`src/rtl/irwpd_pkg.sv`:
```
// shared types, constants and codes for the ir window peak wall detector
// no dependencies; used by every module under rtl
`timescale 1ns / 1ps

package irwpd_pkg;

    // depth of each per-channel delay line
    localparam int WINDOW     = 8;
    localparam int WIN_IDX_W  = (WINDOW > 1) ? $clog2(WINDOW) : 1;
    localparam int WIN_CNT_W  = $clog2(WINDOW + 1);

    localparam int SAMPLE_W   = 12;
    localparam int MV_W       = 14;
    localparam int BARS_W     = 3;
    localparam int SCALE_W    = 14;
    localparam int PROD_W     = SAMPLE_W + SCALE_W;

    // item kinds carried in tuser
    localparam logic [1:0] MODE_FRONT = 2'd0;
    localparam logic [1:0] MODE_SIDE  = 2'd1;
    localparam logic [1:0] MODE_EVAL  = 2'd2;

    // configuration register indexes and reset values
    localparam logic REG_WALL_THRESHOLD = 1'b0;
    localparam logic REG_START_LEVEL    = 1'b1;
    localparam logic [SAMPLE_W-1:0] WALL_THRESHOLD_RST = 12'd1000;
    localparam logic [SAMPLE_W-1:0] START_LEVEL_RST    = 12'd2700;

    // battery divider: millivolts = raw * 9900 / 4096
    localparam logic [SCALE_W-1:0] BAT_SCALE   = 14'd9900;
    localparam logic [PROD_W-1:0]  BAT_LVL_4V  = PROD_W'(4 * 1000 * 4096);
    localparam logic [PROD_W-1:0]  BAT_LVL_5V  = PROD_W'(5 * 1000 * 4096);
    localparam logic [PROD_W-1:0]  BAT_LVL_6V  = PROD_W'(6 * 1000 * 4096);
    localparam logic [PROD_W-1:0]  BAT_LVL_7V  = PROD_W'(7 * 1000 * 4096);

    // four channels: 0 front left, 1 front right, 2 side left, 3 side right
    typedef logic [3:0][SAMPLE_W-1:0] t_quad;

    typedef struct packed {
        logic                 push_front;
        logic                 push_side;
        logic [SAMPLE_W-1:0]  left;
        logic [SAMPLE_W-1:0]  right;
        logic [WIN_IDX_W-1:0] rd_idx;
    } t_win_ctrl;

endpackage

```
`src/rtl/irwpd_window_bank.sv`:
```
// four per-channel delay lines with one indexed read tap per channel
// depends on irwpd_pkg
`timescale 1ns / 1ps

module irwpd_window_bank (
    input  logic                 i_clk,
    input  logic                 i_rst_n,
    input  irwpd_pkg::t_win_ctrl i_ctrl,
    output irwpd_pkg::t_quad     o_taps
);

    logic [irwpd_pkg::SAMPLE_W-1:0] r_fl [irwpd_pkg::WINDOW];
    logic [irwpd_pkg::SAMPLE_W-1:0] r_fr [irwpd_pkg::WINDOW];
    logic [irwpd_pkg::SAMPLE_W-1:0] r_sl [irwpd_pkg::WINDOW];
    logic [irwpd_pkg::SAMPLE_W-1:0] r_sr [irwpd_pkg::WINDOW];

    always_ff @(posedge i_clk) begin
        if (!i_rst_n) begin
            for (int i = 0; i < irwpd_pkg::WINDOW; i++) begin
                r_fl[i] <= '0;
                r_fr[i] <= '0;
                r_sl[i] <= '0;
                r_sr[i] <= '0;
            end
        end else begin
            if (i_ctrl.push_front) begin
                for (int i = irwpd_pkg::WINDOW - 1; i > 0; i--) begin
                    r_fl[i] <= r_fl[i-1];
                    r_fr[i] <= r_fr[i-1];
                end
                r_fl[0] <= i_ctrl.left;
                r_fr[0] <= i_ctrl.right;
            end
            if (i_ctrl.push_side) begin
                for (int i = irwpd_pkg::WINDOW - 1; i > 0; i--) begin
                    r_sl[i] <= r_sl[i-1];
                    r_sr[i] <= r_sr[i-1];
                end
                r_sl[0] <= i_ctrl.left;
                r_sr[0] <= i_ctrl.right;
            end
        end
    end

    assign o_taps[0] = r_fl[i_ctrl.rd_idx];
    assign o_taps[1] = r_fr[i_ctrl.rd_idx];
    assign o_taps[2] = r_sl[i_ctrl.rd_idx];
    assign o_taps[3] = r_sr[i_ctrl.rd_idx];

endmodule

```
`src/rtl/irwpd_cmp_unit.sv`:
```
// shared four-lane unsigned greater-than unit used for peak scan and level checks
// depends on irwpd_pkg
`timescale 1ns / 1ps

module irwpd_cmp_unit (
    input  irwpd_pkg::t_quad i_a,
    input  irwpd_pkg::t_quad i_b,
    output logic [3:0]       o_gt
);

    always_comb begin
        for (int i = 0; i < 4; i++) begin
            o_gt[i] = (i_a[i] > i_b[i]);
        end
    end

endmodule

```
`src/rtl/irwpd_battery_conv.sv`:
```
// battery raw sample to millivolts and bar count, one registered stage
// depends on irwpd_pkg
`timescale 1ns / 1ps

module irwpd_battery_conv (
    input  logic                             i_clk,
    input  logic [irwpd_pkg::SAMPLE_W-1:0]   i_raw,
    output logic [irwpd_pkg::MV_W-1:0]       o_millivolts,
    output logic [irwpd_pkg::BARS_W-1:0]     o_bars
);

    logic [irwpd_pkg::PROD_W-1:0] scaled;
    logic [irwpd_pkg::BARS_W-1:0] bars;
    logic [irwpd_pkg::MV_W-1:0]   r_millivolts;
    logic [irwpd_pkg::BARS_W-1:0] r_bars;

    assign scaled = irwpd_pkg::PROD_W'(i_raw) * irwpd_pkg::PROD_W'(irwpd_pkg::BAT_SCALE);

    always_comb begin
        bars = irwpd_pkg::BARS_W'(scaled > irwpd_pkg::BAT_LVL_4V)
             + irwpd_pkg::BARS_W'(scaled > irwpd_pkg::BAT_LVL_5V)
             + irwpd_pkg::BARS_W'(scaled > irwpd_pkg::BAT_LVL_6V)
             + irwpd_pkg::BARS_W'(scaled > irwpd_pkg::BAT_LVL_7V);
    end

    always_ff @(posedge i_clk) begin
        r_millivolts <= scaled[irwpd_pkg::PROD_W-1:irwpd_pkg::PROD_W-irwpd_pkg::MV_W];
        r_bars       <= bars;
    end

    assign o_millivolts = r_millivolts;
    assign o_bars       = r_bars;

endmodule

```
`src/rtl/ir_window_peak_wall_detector_unit.sv`:
```
// Conditions four ir reflectance channels and a battery channel. A front or side
// sample passes through the start-level check and done states before it loads the
// result register; an evaluate tick first passes through the scan state, where the
// one four-lane compare unit steps through the delay lines one tap per cycle, then
// checks the wall threshold and the start level before the done state.
// A new transaction is accepted only once the previous one has reached the output
// register, which may still be waiting for tready; a finished result waits in the
// done state while the output register is busy.
// Registers at paddr 0 (wall_threshold) and 4 (start_level), 12 bits each.
// top level: sequencer, level and flag registers, config port, output register
// depends on irwpd_pkg, irwpd_window_bank, irwpd_cmp_unit, irwpd_battery_conv
`timescale 1ns / 1ps

module ir_window_peak_wall_detector_unit (
    input  logic        i_clk,
    input  logic        i_rst_n,
    // input stream
    input  logic        i_s_axis_tvalid,
    output logic        o_s_axis_tready,
    input  logic [39:0] i_s_axis_tdata,  // sample_left, sample_right, battery_sample, pad
    input  logic [1:0]  i_s_axis_tuser,  // mode
    // result stream
    output logic        o_m_axis_tvalid,
    input  logic        i_m_axis_tready,
    // front_left_level, front_right_level, side_left_level, side_right_level,
    // wall_flags, battery_millivolts, battery_bars, start_ready, pad
    output logic [71:0] o_m_axis_tdata,
    // configuration
    input  logic        psel,
    input  logic        penable,
    input  logic        pwrite,
    input  logic [2:0]  paddr,
    input  logic [31:0] pwdata,
    output logic [31:0] prdata,
    output logic        pready
);

    localparam logic [2:0] S_IDLE   = 3'd0;
    localparam logic [2:0] S_SCAN   = 3'd1;
    localparam logic [2:0] S_THRESH = 3'd2;
    localparam logic [2:0] S_CHECK  = 3'd3;
    localparam logic [2:0] S_DONE   = 3'd4;

    localparam int SW = irwpd_pkg::SAMPLE_W;

    logic [2:0]                      r_state, n_state;
    logic [irwpd_pkg::WIN_CNT_W-1:0] r_cnt, n_cnt;
    irwpd_pkg::t_quad                r_lvl, n_lvl;
    irwpd_pkg::t_quad                r_peak, n_peak;
    logic [3:0]                      r_flags, n_flags;
    logic                            r_start, n_start;
    logic [SW-1:0]                   r_bat, n_bat;
    logic [SW-1:0]                   r_wall_thr;
    logic [SW-1:0]                   r_start_lvl;
    logic                            r_m_tvalid, n_m_tvalid;
    logic [71:0]                     r_m_tdata, n_m_tdata;

    logic                            s_fire;
    logic                            cfg_wr;
    logic [1:0]                      mode;
    logic [SW-1:0]                   in_left, in_right, in_bat;
    irwpd_pkg::t_win_ctrl            win_ctrl;
    irwpd_pkg::t_quad                taps;
    irwpd_pkg::t_quad                cmp_a, cmp_b;
    logic [3:0]                      cmp_gt;
    logic [irwpd_pkg::MV_W-1:0]      bat_mv;
    logic [irwpd_pkg::BARS_W-1:0]    bat_bars;

    assign mode     = i_s_axis_tuser;
    assign in_left  = i_s_axis_tdata[SW-1:0];
    assign in_right = i_s_axis_tdata[2*SW-1:SW];
    assign in_bat   = i_s_axis_tdata[3*SW-1:2*SW];

    assign o_s_axis_tready = (r_state == S_IDLE);
    assign s_fire          = i_s_axis_tvalid && o_s_axis_tready;

    // configuration port
    assign pready = 1'b1;
    assign cfg_wr = psel && penable && pwrite && pready;

    always_ff @(posedge i_clk) begin
        if (!i_rst_n) begin
            r_wall_thr  <= irwpd_pkg::WALL_THRESHOLD_RST;
            r_start_lvl <= irwpd_pkg::START_LEVEL_RST;
        end else if (cfg_wr) begin
            unique case (paddr[2])
                irwpd_pkg::REG_WALL_THRESHOLD: r_wall_thr  <= pwdata[SW-1:0];
                irwpd_pkg::REG_START_LEVEL:    r_start_lvl <= pwdata[SW-1:0];
                default:                       r_wall_thr  <= r_wall_thr;
            endcase
        end
    end

    always_comb begin
        unique case (paddr[2])
            irwpd_pkg::REG_WALL_THRESHOLD: prdata = 32'(r_wall_thr);
            irwpd_pkg::REG_START_LEVEL:    prdata = 32'(r_start_lvl);
            default:                       prdata = '0;
        endcase
    end

    // delay lines
    always_comb begin
        win_ctrl.push_front = s_fire && (mode == irwpd_pkg::MODE_FRONT);
        win_ctrl.push_side  = s_fire && (mode == irwpd_pkg::MODE_SIDE);
        win_ctrl.left       = in_left;
        win_ctrl.right      = in_right;
        win_ctrl.rd_idx     = r_cnt[irwpd_pkg::WIN_IDX_W-1:0];
    end

    irwpd_window_bank u_window_bank (
        .i_clk   (i_clk),
        .i_rst_n (i_rst_n),
        .i_ctrl  (win_ctrl),
        .o_taps  (taps)
    );

    // shared compare unit operand select
    always_comb begin
        cmp_a = r_lvl;
        cmp_b = '0;
        unique case (r_state)
            S_SCAN: begin
                cmp_a = taps;
                cmp_b = r_peak;
            end
            S_THRESH: begin
                cmp_b = {4{r_wall_thr}};
            end
            S_CHECK: begin
                cmp_b = {4{r_start_lvl}};
            end
            default: begin
                cmp_b = '0;
            end
        endcase
    end

    irwpd_cmp_unit u_cmp_unit (
        .i_a  (cmp_a),
        .i_b  (cmp_b),
        .o_gt (cmp_gt)
    );

    irwpd_battery_conv u_battery_conv (
        .i_clk        (i_clk),
        .i_raw        (r_bat),
        .o_millivolts (bat_mv),
        .o_bars       (bat_bars)
    );

    // sequencer
    always_comb begin
        n_state    = r_state;
        n_cnt      = r_cnt;
        n_lvl      = r_lvl;
        n_peak     = r_peak;
        n_flags    = r_flags;
        n_start    = r_start;
        n_bat      = r_bat;
        n_m_tvalid = r_m_tvalid;
        n_m_tdata  = r_m_tdata;

        if (r_m_tvalid && i_m_axis_tready) begin
            n_m_tvalid = 1'b0;
        end

        unique case (r_state)
            S_IDLE: begin
                if (s_fire) begin
                    n_state = S_CHECK;
                    unique case (mode)
                        irwpd_pkg::MODE_FRONT: begin
                            n_lvl[0] = in_left;
                            n_lvl[1] = in_right;
                            n_bat    = in_bat;
                        end
                        irwpd_pkg::MODE_SIDE: begin
                            n_lvl[2] = in_left;
                            n_lvl[3] = in_right;
                        end
                        irwpd_pkg::MODE_EVAL: begin
                            n_peak  = '0;
                            n_cnt   = '0;
                            n_state = S_SCAN;
                        end
                        default: begin
                            n_state = S_CHECK;
                        end
                    endcase
                end
            end
            S_SCAN: begin
                for (int i = 0; i < 4; i++) begin
                    if (cmp_gt[i]) begin
                        n_peak[i] = taps[i];
                    end
                end
                if (r_cnt == irwpd_pkg::WIN_CNT_W'(irwpd_pkg::WINDOW - 1)) begin
                    n_lvl   = n_peak;
                    n_state = S_THRESH;
                end else begin
                    n_cnt = r_cnt + 1'b1;
                end
            end
            S_THRESH: begin
                n_flags = cmp_gt;
                n_state = S_CHECK;
            end
            S_CHECK: begin
                n_start = cmp_gt[0] && cmp_gt[1];
                n_state = S_DONE;
            end
            S_DONE: begin
                // load the result once the output register is free
                if (!r_m_tvalid || i_m_axis_tready) begin
                    n_m_tvalid = 1'b1;
                    n_m_tdata  = {2'b00, r_start, bat_bars, bat_mv, r_flags,
                                  r_lvl[3], r_lvl[2], r_lvl[1], r_lvl[0]};
                    n_state    = S_IDLE;
                end
            end
            default: begin
                n_state = S_IDLE;
            end
        endcase
    end

    always_ff @(posedge i_clk) begin
        if (!i_rst_n) begin
            r_state    <= S_IDLE;
            r_cnt      <= '0;
            r_lvl      <= '0;
            r_peak     <= '0;
            r_flags    <= '0;
            r_start    <= 1'b0;
            r_bat      <= '0;
            r_m_tvalid <= 1'b0;
        end else begin
            r_state    <= n_state;
            r_cnt      <= n_cnt;
            r_lvl      <= n_lvl;
            r_peak     <= n_peak;
            r_flags    <= n_flags;
            r_start    <= n_start;
            r_bat      <= n_bat;
            r_m_tvalid <= n_m_tvalid;
        end
    end

    always_ff @(posedge i_clk) begin
        r_m_tdata <= n_m_tdata;
    end

    assign o_m_axis_tvalid = r_m_tvalid;
    assign o_m_axis_tdata  = r_m_tdata;

endmodule

```
`config.mk`:
```
export PLATFORM = sky130hd
export DESIGN_NAME = ir_window_peak_wall_detector_unit
export DESIGN_NICKNAME = d
export VERILOG_FILES = /design/src/rtl/irwpd_pkg.sv /design/src/rtl/irwpd_window_bank.sv /design/src/rtl/irwpd_cmp_unit.sv /design/src/rtl/irwpd_battery_conv.sv /design/src/rtl/ir_window_peak_wall_detector_unit.sv
export SDC_FILE = /design/constraint.sdc
export NUM_CORES = 1
export LEC_CHECK = 0
export BUFFER_PORTS_ARGS = -buffer_cell sky130_fd_sc_hd__buf_2
export CORE_MARGIN = 2
export CORE_UTILIZATION = 34
export CTS_BUF_LIST = sky130_fd_sc_hd__clkbuf_4
export CTS_CLUSTER_SIZE = 30
export DETAILED_ROUTE_END_ITERATION = 8
export PLACE_DENSITY = 0.6
export SYNTH_ARGS = -nofsm -noshare
export SYNTH_HDL_FRONTEND = slang
export SYNTH_HIERARCHICAL = 1
export SYNTH_SLANG_ARGS = --single-unit
```
`constraint.sdc`:
```
create_clock -name i_clk -period 13.45 [get_ports i_clk]
set_clock_uncertainty 0.05 [all_clocks]
set_input_delay 4.035 -clock i_clk [delete_from_list [all_inputs] [get_ports i_clk]]
set_output_delay 4.035 -clock i_clk [all_outputs]
set_load 0.1 [all_outputs]
```
==> results.md, run 1 <==
- Outcome: complete, no violations
- Ys Warns: 6
- Crit. End Element: output pin
- Syn Inst Count: roughly 2,600
- Core Region: between 90,000 and 100,000 um2
- # H-tree levels: 4
- CTS tree: yes
- Gpl congestion: between 0.8 and 0.9
- Slew Viols, Final: 0
- CTS Sinks: between 600 and 700
- Pint: 3.42 mW
- Initial Util: approximately 34%
- Fmax: 109 MHz
- Syn Area/Cell: roughly 12 um2
- Total wire length: between 80 and 90 mm
- Initial DRC Count: about 2,100
- Sequential share of power: 45.3%
- Layout cells sized above 1: about 22%
- NumNets Final: approximately 3,000
- Slew @ Worst Pin: approximately 1.3 ns
- RSZ-0062 raised after global routing: no
- IO Pins: around 190
- Die area: slightly below 100,000 um2
- Final setup TNS: 0 ns
- Relative slew slack: 14.4%
- Initial antenna violation count: 12
- Routed vias: 21,500
- Count of final setup violators: 0
- Buf/Inv on CP: 2
- Max_cap viols: 0
- Crit path cell chain: buf_2 -> mux2_2 -> buf_2
- Top FF cell, synth: edfxtp_1
- Crit start category: input pin
- Top delay family on crit path: buffers and inverters
- FF+latch count, synth: just over 600
- Post-route DRC violation count: 0
- Setup CP Type: in2out
- Switch share: between 20 and 30%
- Drt first pass iters: 8
- Hpwl dp: a little over 50 mm
- Clock Path Buffers: 3
- Total track usage: roughly 17%
- CP most frequent cell: buf_2
- Synthesis-to-layout area growth: 11.9%
- Pin count of the biggest net entering global routing: about 130
- Leakage dissipation: 15.9 nW
- Fin crit period: around 9.2 ns
- Root Buffer: clkbuf_4
- Die Wd: about 310 um
- FP Rows: 112
- IR drop worst, VDD: 0.0000859 V
- Hold Buf Count CTS: 0
- Final worst-path cycle share: between 60% and 70%
- Crit Path Max Fanout: 15
- CP peak stage delay: about 0.43 ns
- Sequential share of the synthesized area: 52.6%
- Vias in the first global route: 20,800
- Port bufs: approximately 140
- Worst-Skew Late Latency: 1.04 ns
- Post-CTS Setup Inserts: 0
- Via-to-Cell Ratio: roughly 5.2
- Worst-path clk slew: around 0.06 ns
- Final core occ: 38.4%
- Cts bufs inserted: 163
- Asr flop ratio synth: 0%
- Clock power share: approximately 36%
- Die H: approximately 310 um
- Hold Fails Final Rpt: 0
- Hold WC Path Type: reg2reg
- Worst endpoint required time: between 9 and 10 ns
- GR Overflow Total: 0
- Post-synth EDFFs: about 450
- Pwr dens: 136 nW/um2
- CTS resizes: 0
- Crit path DAT: between 5 and 6 ns
- Gate power share: a little under a fifth
- First-pass GRT wire length: roughly 130 mm
- P_sw: 1.46 mW
- Routed wire length per instance: between 15 and 20 um
- Crit path max-delay cell type: mux2_2
- Post-route ant nets: 0
- Post-Synthesis Cell Area: approximately 32,000 um2
- Synth unique cells: 87
==> area by class of cell <==
| type | count | area [um2] |
|---|---|---|
| Fill cell | 9007 | 57600 |
| Tap cell | 1254 | 1570 |
| Clock inverter | 51 | 363 |
| Antenna cell | 4 | 10.0 |
| Inverter | 149 | 562 |
| Timing Repair Buffer | 172 | 948 |
| Clock buffer | 247 | 1850 |
| Multi-Input combinational cell | 1644 | 13700 |
| Sequential cell | 616 | 16900 |
==> cells by family (layout without fill, tap and decap cells) <==
kind of cell / count (synthesis) / in the layout / synth area share, %
simple gates: 860 / 860 / 14.3
buf+inv: 366 / 619 / 5.13
xor+xnor: 5 / 5 / 0.137
compound gates: 355 / 355 / 8.38
other cells: 2 / 27 / 0.0234
flops: 616 / 616 / 52.6
fa+ha+maj: 178 / 178 / 7.95
mux: 223 / 223 / 11.5
==> metrics by stage <==
step	cell area (um2)	cells	setup slack [ns]	power, mW	hold WS (ns)
after CTS	35900	4133	4.24	4.94	0.350
after floorplan	32200	2626	2.74	2.95	0.336
after global placement	33700	3835	4.25	3.17	0.336
final	35900	4137	4.24	4.88	0.349
after detailed placement	33700	3835	4.24	3.17	0.339
after global routing	35900	4136	4.22	5.14	0.360
==> synthesized netlist by cell type (all sizes together) (4+ instances only) <==
cell type  instances  area, um2
and2               4       25.0
o211ai            55        418
edfxtp           454      13600
a31oi              8       50.1
nor2b             22        138
nor3              13       70.1
nand2            312       1170
or3                5       32.5
nand4             16        100
inv              149        559
nand2b            15       93.8
buf               73        547
o21ai             20        104
and4               4       35.0
mux4              97       2200
nor3b              8       70.1
and3             394       2460
nor2              20       77.6
ha               135       1690
a21oi             43        219
a311oi             4       41.3
a21boi            66        499
a211o              6       52.6
fa                43        861
clkbuf           144        541
a22o              60        526
nand3             24        120
a211oi             7       57.6
or2                4       25.0
mux2              61        837
a21o              57        429
nor4               4       31.3
dfxtp            162       3240
mux2i             65        651
==> worst register-to-register path, stage by stage, from the launching register on <==
cell and delay, ns:
dfxtp_1 0.51, ha_1 0.32, fa_1 0.50, inv_1 0.05, fa_1 0.48, inv_1 0.06
fa_1 0.52, inv_1 0.06, fa_1 0.53, inv_1 0.04, ha_1 0.42, a21oi_1 0.18
o21ai_0 0.19, a21oi_1 0.32, nand2_1 0.11, o311ai_2 0.62, nand2_1 0.12, o31ai_1 0.29
o31ai_1 0.15, fa_1 0.52, inv_1 0.05, ha_1 0.20, ha_1 0.27
==> power groups by stage <==
stage	Clock (mW)	Combinational (mW)	Sequential (mW)
6_report	1.75	0.923	2.21
5_1_grt	1.91	1.00	2.23
4_1_cts	1.81	0.924	2.21
3_5_place_dp	0	0.919	2.25
3_3_place_gp	0	0.916	2.25
2_1_floorplan	0	0.702	2.25
==> sequential cells by signal, summed over array words and instances, names as in the netlist, 12 cells and up <==
| register | cells |
|---|---|
| o_m_axis_tdata | 70 |
| r_lvl | 48 |
| u_battery_conv/o_millivolts | 14 |
| u_window_bank/r_sl | 96 |
| r_peak | 48 |
| u_window_bank/r_fl | 96 |
| r_wall_thr | 12 |
| u_window_bank/r_fr | 96 |
| u_window_bank/r_sr | 96 |
| r_start_lvl | 12 |
| r_bat | 12 |
==> layer usage <==
metal	routed length [um]	part of all wire, %	track usage, %
met5	27	0.033	0
met1	39100	47	24.3
met3	5640	6.8	3.97
met4	2140	2.6	6.15
met2	35400	43	24.3
==> path summary, 6_finish.rpt <==
check,slack (ns),end,startpoint,depth (start not counted)
max,4.24,prdata[10],paddr[2],3
min,0.35,o_m_axis_tdata[59]$_DFFE_PP_,u_battery_conv/o_millivolts[7]$_DFF_P_,0
min reg2reg,0.35,o_m_axis_tdata[59]$_DFFE_PP_,u_battery_conv/o_millivolts[7]$_DFF_P_,0
max reg2reg,6.78,u_battery_conv/o_bars[1]$_DFF_P_,r_bat[9]$_SDFFE_PN0P_,22
==> cells in the final DEF (no fill, tap or decap), drive strengths merged, types with 5 or more instances in the layout <==
master    n
nand3    24
a21o     57
nand4    16
buf     172
nor2b    22
fa       43
clkinv   38
mux2i    65
a21boi   66
a22o     60
conb     23
inv     157
dfxtp   162
edfxtp  454
o21ai    20
a21oi    43
nand2b   15
nor3b     8
a31oi     8
mux2     61
clkbuf  247
a211o     6
mux4     97
nor3     13
nand2   312
ha      135
or3       5
nor2     20
o211ai   55
and3    394
a211oi    7
(Power assumes the default switching activity.)
==> run 2, diff against run 1 <==
Clock period 13.45 ns to 9.3 ns, I/O delays scaled along.
==> run 2 against run 1 <==
  * Sequential share of layout area up 0.20 points
  * Power increased by 41%
  * Register-to-register slack worse by 4.2 ns
  * Sequential power grew 45%
  * First-iteration DRC count up 0.52%
  * Clock power rose by 36%
  * Non-clock buffer count decreased by 5
  * Utilization down 0.16 points
  * Critical path depth did not move
  * Hold slack worse by 0.0011 ns
  * Design area down 0.41%
  * Critical path type unchanged
  * Critical endpoint is now prdata[8]
  * Largest power group unchanged
==> results.md, run 2 (synthesized netlist as in run 1, its figures left out) <==
- Worst endpoint required time: between 6 and 7 ns
- Pwr dens: approximately 190 nW/um2
- Count of final setup violators: 0
- Layout cells sized above 1: a little over a fifth
- Drt first pass iters: 5
- Final setup TNS: 0 ns
- Setup CP Type: in2out
- # H-tree levels: 4
- Crit Path Max Fanout: 15
- Fmax: 149 MHz
- IO Pins: 191
- Hold WS: roughly 0.35 ns
- Max_cap viols: 0
- CTS tree: yes
- Hold Buf Count CTS: 0
- Pin count of the biggest net entering global routing: around 270
- CTS Sinks: between 600 and 700
- Hold Fails Final Rpt: 0
- Worst-Skew Late Latency: just over 1 ns
- Initial Util: approximately 34%
- CTS resizes: 0
- IR drop worst, VDD: about 0.00011 V
- Synthesis-to-layout area growth: 11.4%
- Commonest non-fill, non-tap cell in the layout: edfxtp_1
- Core Region: 93,500 um2
- Post-route ant nets: 0
- Slew @ Worst Pin: 1.14 ns
- Post-CTS Setup Inserts: 0
- Post-route DRC violation count: 0
- Relative slew slack: a little under a quarter
- Initial antenna violation count: 16
- Fin crit period: 6.71 ns
- Total track usage: approximately 17%
- Via-to-Cell Ratio: 5.16
- Die Wd: approximately 310 um
- Clock Path Buffers: 3
- Total power: 6.90 mW
- FP Rows: ~110
- Hpwl dp: 51.3 mm
- Slew Viols, Final: 0
- Final worst-path cycle share: between 70 and 80%
- Total wire length: a little over 80 mm
- Crit. End Element: output pin
- Outcome: complete, no violations
- Hold WC Path Type: reg2reg
- GR Overflow Total: 0
- Initial DRC Count: around 2,100
- Cts bufs inserted: 159
- Die H: roughly 310 um
- Worst-path clk slew: 0.06 ns
- Die area: 96,800 um2
- NumNets Final: 2,999
- Routed vias: roughly 21,000
- Root Buffer: clkbuf_4
- Most frequent cells in the layout: edfxtp_1, and3_1, nand2_1
- Crit start category: input pin
- Routed wire length per instance: about 20 um
- Leakage dissipation: 15.8 nW
- First-pass GRT wire length: 125 mm
- Port bufs: around 140
- Crit path DAT: 3.87 ns
- RSZ-0062 raised after global routing: no
- Gpl congestion: slightly above 0.8
- Vias in the first global route: roughly 21,000
==> run 2: changes by cell type in the layout (fill, tap and decap cells not counted), sizes merged <==
cell | previous run | this run
clkinv | 38 | 28
buf | 172 | 167
clkbuf | 247 | 243
diode | 4 | 8
bufinv | 4 | 1
clkinvlp | 1 | 0
inv | 157 | 158
==> run 2: path summary, 6_finish.rpt <==
path / start / endpoint / slack (ns) / cells past startpoint
setup / recovery: paddr[2] / prdata[8] / 2.59 / 3
hold / removal: u_battery_conv/o_millivolts[11]$_DFF_P_ / o_m_axis_tdata[63]$_DFFE_PP_ / 0.35 / 0
setup reg to reg: r_bat[9]$_SDFFE_PN0P_ / u_battery_conv/o_bars[1]$_DFF_P_ / 2.59 / 22
hold reg to reg: u_battery_conv/o_millivolts[11]$_DFF_P_ / o_m_axis_tdata[63]$_DFFE_PP_ / 0.35 / 0
==> run 2: per-stage QoR <==
| step | util, % | instances | instance area [um2] | setup WS [ns] |
|---|---|---|---|---|
| 2_1_floorplan | - | 2626 | 32200 | 0.102 |
| 3_3_place_gp | 36.0 | 3830 | 33700 | 2.59 |
| 3_5_place_dp | 36.0 | 3830 | 33700 | 2.58 |
| 4_1_cts | 38.2 | 4111 | 35700 | 2.58 |
| 5_1_grt | 38.2 | 4117 | 35700 | 2.14 |
| 6_report | 38.2 | 4119 | 35800 | 2.59 |
==> run 2: worst max-delay path: stages <==
cell and delay [ns]:
buf_2 0.35, mux2_2 0.42, buf_2 0.30
==> run 2: report_power, final <==
| part | switching, mW | internal, mW |
|---|---|---|
| Sequential | 0.102 | 3.10 |
| Combinational | 0.817 | 0.504 |
| Clock | 1.15 | 1.23 |
==> run 2: layer usage <==
metal	vias to the layer above	wire length (um)	track usage (%)
li1	10000	-	-
met1	10500	37000	23.3
met2	657	36500	25.1
met3	138	5340	3.69
met4	2	2150	6.20
met5	-	8	0
==> run 2: layout make-up <==
type                       count  area [um2]
fill                        9047       57700
clock buffer                 243        1820
inverter                     149         562
sequential                   616       16900
antenna                        8        20.0
multi-input combinational   1644       13700
clock inverter                38         221
timing repair buffer         167         961
tap                         1254        1570
